===== config.mk =====
export PLATFORM = sky130hd
export DESIGN_NAME = cdpc_cell
export DESIGN_NICKNAME = d
export VERILOG_FILES = /design/src/rtl/cdpc_pkg.sv /design/src/rtl/cdpc_cell.sv
export SDC_FILE = /design/constraint.sdc
export NUM_CORES = 1
export LEC_CHECK = 0
export ABC_CLOCK_PERIOD_IN_PS = 4200
export BUFFER_PORTS_ARGS = -buffer_cell sky130_fd_sc_hd__buf_2
export CORE_MARGIN = 3
export CORE_UTILIZATION = 45
export DETAILED_ROUTE_END_ITERATION = 12
export PLACE_DENSITY = 0.69
export SLEW_MARGIN = 40
export SYNTH_ARGS = -nofsm -noshare
export SYNTH_HDL_FRONTEND = slang
export SYNTH_SLANG_ARGS = --single-unit

===== constraint.sdc =====
create_clock -name clk -period 4.2 [get_ports clk]
set_input_delay 0.21 -clock clk [delete_from_list [all_inputs] [get_ports clk]]
set_output_delay 0.21 -clock clk [all_outputs]
set_load 0.01 [all_outputs]

===== src/rtl/cdpc_pkg.sv =====
// Package for the cone dominance pair counter.
// Holds field widths, register indexes, reset values and the token types.
// No dependencies.
package cdpc_pkg;

    localparam int COORD_W        = 31;
    localparam int PROD_W         = 2 * COORD_W;
    localparam int KEY_W          = 64;
    localparam int COUNT_W        = 19;
    localparam int CFG_IDX_W      = 2;
    localparam int DEF_MAX_POINTS = 1024;

    localparam logic [COUNT_W-1:0] COUNT_MAX = {COUNT_W{1'b1}};

    localparam logic [CFG_IDX_W-1:0] REG_LEFT_X  = 2'd0;
    localparam logic [CFG_IDX_W-1:0] REG_LEFT_Y  = 2'd1;
    localparam logic [CFG_IDX_W-1:0] REG_RIGHT_X = 2'd2;
    localparam logic [CFG_IDX_W-1:0] REG_RIGHT_Y = 2'd3;

    localparam logic signed [COORD_W-1:0] RST_LEFT_X  = 31'sd1;
    localparam logic signed [COORD_W-1:0] RST_LEFT_Y  = 31'sd0;
    localparam logic signed [COORD_W-1:0] RST_RIGHT_X = 31'sd0;
    localparam logic signed [COORD_W-1:0] RST_RIGHT_Y = -31'sd1;

    typedef logic signed [COORD_W-1:0] coord_t;
    typedef logic signed [KEY_W-1:0]   key_t;

    typedef struct packed {
        key_t   lkey;
        key_t   rkey;
        coord_t x;
    } point_t;

    // valid: token present; store: point kept and compared;
    // last: closes the set; ovf: set had dropped points (last token only)
    typedef struct packed {
        logic valid;
        logic store;
        logic last;
        logic ovf;
    } ctl_t;

endpackage


===== src/rtl/cdpc_cell.sv =====
// One cell of the comparison chain: holds one stored point, compares each passing
// stored token of a higher index against it, and stores the token that carries its index.
// Depends on cdpc_pkg.
module cdpc_cell #(
    parameter int CELL_IDX = 0,
    parameter int IW       = 10,
    parameter int CW       = 10
) (
    input  logic             clk,
    input  logic             rst_n,
    input  logic             adv,
    input  cdpc_pkg::ctl_t   ctl_in,
    input  cdpc_pkg::point_t pt_in,
    input  logic [IW-1:0]    idx_in,
    input  logic [CW-1:0]    cnt_in,
    output cdpc_pkg::ctl_t   ctl_out,
    output cdpc_pkg::point_t pt_out,
    output logic [IW-1:0]    idx_out,
    output logic [CW-1:0]    cnt_out
);
    import cdpc_pkg::*;

    point_t        sto_reg;
    ctl_t          ctl_reg;
    point_t        pt_reg;
    logic [IW-1:0] idx_reg;
    logic [CW-1:0] cnt_reg, cnt_next;

    key_t   sl, sr, nl, nr;
    coord_t sx, nx;
    logic   cmp_en, wr_en;
    logic   l_lt, l_eq, r_lt, r_eq, x_eq, x_gt, x_lt;
    logic   l_first, r_first, l_tie, r_tie, hit;

    assign cmp_en = ctl_in.valid & ctl_in.store & (idx_in > IW'(CELL_IDX));
    assign wr_en  = adv & ctl_in.valid & ctl_in.store & (idx_in == IW'(CELL_IDX));

    always_comb
    begin
        sl = $signed(sto_reg.lkey);
        sr = $signed(sto_reg.rkey);
        sx = $signed(sto_reg.x);
        nl = $signed(pt_in.lkey);
        nr = $signed(pt_in.rkey);
        nx = $signed(pt_in.x);

        l_lt = sl < nl;
        l_eq = sl == nl;
        r_lt = sr < nr;
        r_eq = sr == nr;
        x_eq = sx == nx;
        x_gt = sx > nx;
        x_lt = sx < nx;

        // stored point first: l ties go to larger x, r ties to smaller x
        l_first = l_lt | (l_eq & x_gt);
        r_first = r_lt | (r_eq & x_lt);
        l_tie   = l_eq & x_eq;
        r_tie   = r_eq & x_eq;
        hit     = cmp_en & ~l_tie & ~r_tie & (l_first ^ r_first);

        cnt_next = cnt_in + CW'(hit);
    end

    always_ff @(posedge clk or negedge rst_n)
    begin
        if (!rst_n)
        begin
            ctl_reg <= '0;
        end
        else if (adv)
        begin
            ctl_reg <= ctl_in;
        end
    end

    always_ff @(posedge clk)
    begin
        if (adv)
        begin
            pt_reg  <= pt_in;
            idx_reg <= idx_in;
            cnt_reg <= cnt_next;
        end
        if (wr_en)
        begin
            sto_reg <= pt_in;
        end
    end

    assign ctl_out = ctl_reg;
    assign pt_out  = pt_reg;
    assign idx_out = idx_reg;
    assign cnt_out = cnt_reg;

endmodule


==> results.py <==
metrics = {
    "outcome": {
        "outcome": "finished clean",
    },
    "final_layout": {
        "n_antenna_cell": 0,
        "layout-drive-gt1-share_pct": 28.6,
        "fin_nets": 1882,
        "fin_util_pct": 63.1,
        "areaGrowthSynthToFinish_pct": 37.9,
        "finalInstanceArea_um2": 20000,
        "nFillCells": 2331,
    },
    "placed_design": {
        "dp_hpwl_um": 23300,
        "dpl-instance-area_um2": 17000,
        "place_congestion": 0.757,
        "port_buffers": 368,
    },
    "worst_setup_path": {
        "start_kind": "input port",
        "end_kind": "register",
        "criticalPathCategory": "in -> reg",
        "cp_data_required_time_ns": 4.46,
        "critPathArrivalTime_ns": 4.22,
        "crit_path_max_fanout": 4,
    },
    "logic_synthesis": {
        "synth_fa_ha_area_share_pct": 13.9,
        "synth_xor_area_share_pct": 0.482,
        "synth_top_area_share_pct": 69.9,
        "synth_compound_area_share_pct": 5.32,
        "synth_edf_count": 338,
        "ys.flop_type": "edfxtp_1",
        "synth_cell_types": 45,
        "ys_warn_count": 0,
        "synth_area_um2": 14500,
        "ys_seq_elements": 342,
        "synth_top_family_by_area": "adder cells",
        "async_reset_ff_share_pct": 1.17,
        "synthSimpleGateAreaFrac_pct": 5.22,
        "synth_nets": 1291,
        "avgSynthCellArea_um2": 15.4,
        "synthMuxAreaShare_pct": 0.388,
        "synth_top_area_cell": "edfxtp_1",
        "synth.area.top_cells": "edfxtp_1, ha_1, inv_1, a21oi_1, nand4_1",
        "ys_seq_area_share_pct": 70.6,
        "netlist_instances": 944,
    },
    "floorplanning": {
        "rows": 65,
        "core_area_um2": 31700,
        "die_w_um": 186,
        "start_util_pct": 45.8,
        "io_pins": 369,
        "dieArea_um2": 34500,
        "fp.dieH_um": 186,
    },
    "detailed_routing": {
        "drt_iter0_drc": 449,
        "viasPerCell": 4.99,
        "antenna_left": 0,
        "routed_wirelength_um": 35400,
        "drtPass1Iterations": 5,
        "drc": 0,
        "vias": 9807,
        "wl_per_cell_um": 18.0,
    },
    "grt": {
        "grt_start_max_net_pins": 73,
        "grt_pass1_wl_um": 54900,
        "grt_pass1_vias": 10500,
        "grt-ovfl-total": 0,
        "antenna_found_initial": 0,
        "grt_usage_pct": 20.3,
    },
    "job": {
        "cap_violations": 0,
    },
    "clock_network": {
        "cts_made_buffers": 38,
        "post_cts_buffers": 0,
        "cts_root_buf": "clkbuf_16",
        "cts_buffer_depth": 3,
        "cts_tree": "built",
        "insertion_delay_ns": 0.51,
        "clk_pin_slew_ns": 0.06,
        "cts.sinks": 342,
        "htreeDepth": 2,
    },
    "min_path": {
        "hp-class": "in -> reg",
    },
    "timing": {
        "fin_skew_ns": 0.0159,
        "hold_viol_final": 0,
        "maxSlewViolCount": 0,
        "max_slew_margin_pct": 50.7,
        "worstMarginPinSlew_ns": 0.738,
        "finalCritPeriodShare_pct": 94.4,
        "setup_viol_count_final": 0,
        "finalCriticalPeriod_ns": 3.96,
        "fin_tns_setup_ns": 0,
        "max_freq_mhz": 252,
        "whs_ns": 0.0149,
    },
    "power": {
        "powerDensity_nw_per_um2": 404,
        "fin_total_pwr_mw": 8.08,
        "p_leak_nw": 8.77,
        "vdd_drop_max_mv": 0.424,
    },
}
[final timing paths]
check	slack, ns	to	cells after the start	startpoint
setup reg to reg	0.26	cnt_out[8]	15	sr[63]
hold / removal	0.01	ctl_out[3]	2	ctl_in[3]
setup / recovery	0.24	cnt_out[8]	18	pt_in[94]
min in group asynchronous	0.05	ctl_out[3]	2	rst_n
max in group asynchronous	4.03	ctl_out[1]	2	rst_n
hold reg to reg	0.51	ctl_out[2]	1	ctl_out[2]
[routing by layer]
| layer | track usage [%] | routed length, µm | vias to the layer above |
|---|---|---|---|
| met3 | 4.16 | 2270 | 78 |
| met1 | 25.1 | 14000 | 4688 |
| li1 | - | - | 4706 |
| met5 | 0 | 0 | - |
| met2 | 35.2 | 17900 | 335 |
| met4 | 7.57 | 1220 | 0 |
[cell usage after synthesis (5+ instances only)]
library cell  number
o21ai_0           17
xor2_1             5
edfxtp_1         338
a211oi_1           6
a21o_1            18
a221oi_1           5
a21oi_1           60
nand3_1           24
nor2_1            18
inv_1            159
nand4_1           31
mux2_2             5
nand2_1           35
ha_1             161
[metrics by stage]
stage / instances / setup slack (ns)
global placement: 1722 / 0.157
global route: 1967 / -0.0198
CTS: 1967 / 0.0469
detailed placement: 1722 / 0.0530
finish: 1967 / 0.237
floorplan: 944 / 0.745
[report_power, final]
part | internal, mW | switching [mW]
combinational | 0.354 | 0.403
sequential | 3.91 | 0.0382
clock | 2.01 | 1.37
[critical path: stages]
cell	delay, ns
dlygate4sd3_1	0.53
buf_2	0.13
inv_1	0.05
ha_1	0.32
nand4_1	0.19
nor4_4	0.39
nand3_2	0.20
or3_1	0.45
o22ai_2	0.18
or4_1	0.16
mux2_2	0.36
o21ai_0	0.23
nor3b_2	0.08
ha_1	0.23
ha_1	0.24
nand3_1	0.09
nor2_1	0.05
xor2_1	0.13
[placed cells by master (no fill, tap or decap), drive strengths merged, types with 2 or more instances in the layout]
master,n
a211oi,6
a21o,18
a21oi,60
a221o,3
a221oi,5
and4,3
buf,375
bufinv,3
clkbuf,50
clkinv,15
clkinvlp,2
dfrtp,4
dlygate4sd3,175
edfxtp,338
ha,161
inv,161
mux2,5
nand2,35
nand2b,3
nand3,24
nand4,31
nor2,18
nor2b,4
nor3,4
nor4,4
o211ai,3
o21a,2
o21ai,20
o31a,2
or3,4
or4,4
xnor2,3
xor2,5
[cells by family (layout without fill, tap and decap cells)]
kind of cell | count (synthesis) | in the layout
flops | 342 | 342
fa+ha+maj | 161 | 161
compound gates | 127 | 127
buf+inv | 160 | 781
simple gates | 141 | 141
xor+xnor | 8 | 8
mux | 5 | 5
[repair_timing]
item / 4_1_cts / 5_1_grt
endpoints found under the setup margin: 0 / 7
hold buffers: 175 / 0
endpoints found under the hold margin: 337 / 0
gates resized for setup: 0 / 3
[final cells by class]
class	count	area (µm²)	share of cell area (%)
Clock buffer	49	1080	5.37
Clock inverter	21	200	1.00
Inverter	160	601	3.00
Multi-Input combinational cell	442	3700	18.5
Sequential cell	342	10200	51.2
Tap cell	402	503	2.51
Timing Repair Buffer	551	3690	18.5
[state kept, by name, summed over array words and instances (netlist names)]
signal	count
pt_out	159
sl	64
sr	64
sx	31
cnt_out	10
idx_out	10
ctl_out	4
Note: power is estimated with default switching activity, not from simulation.
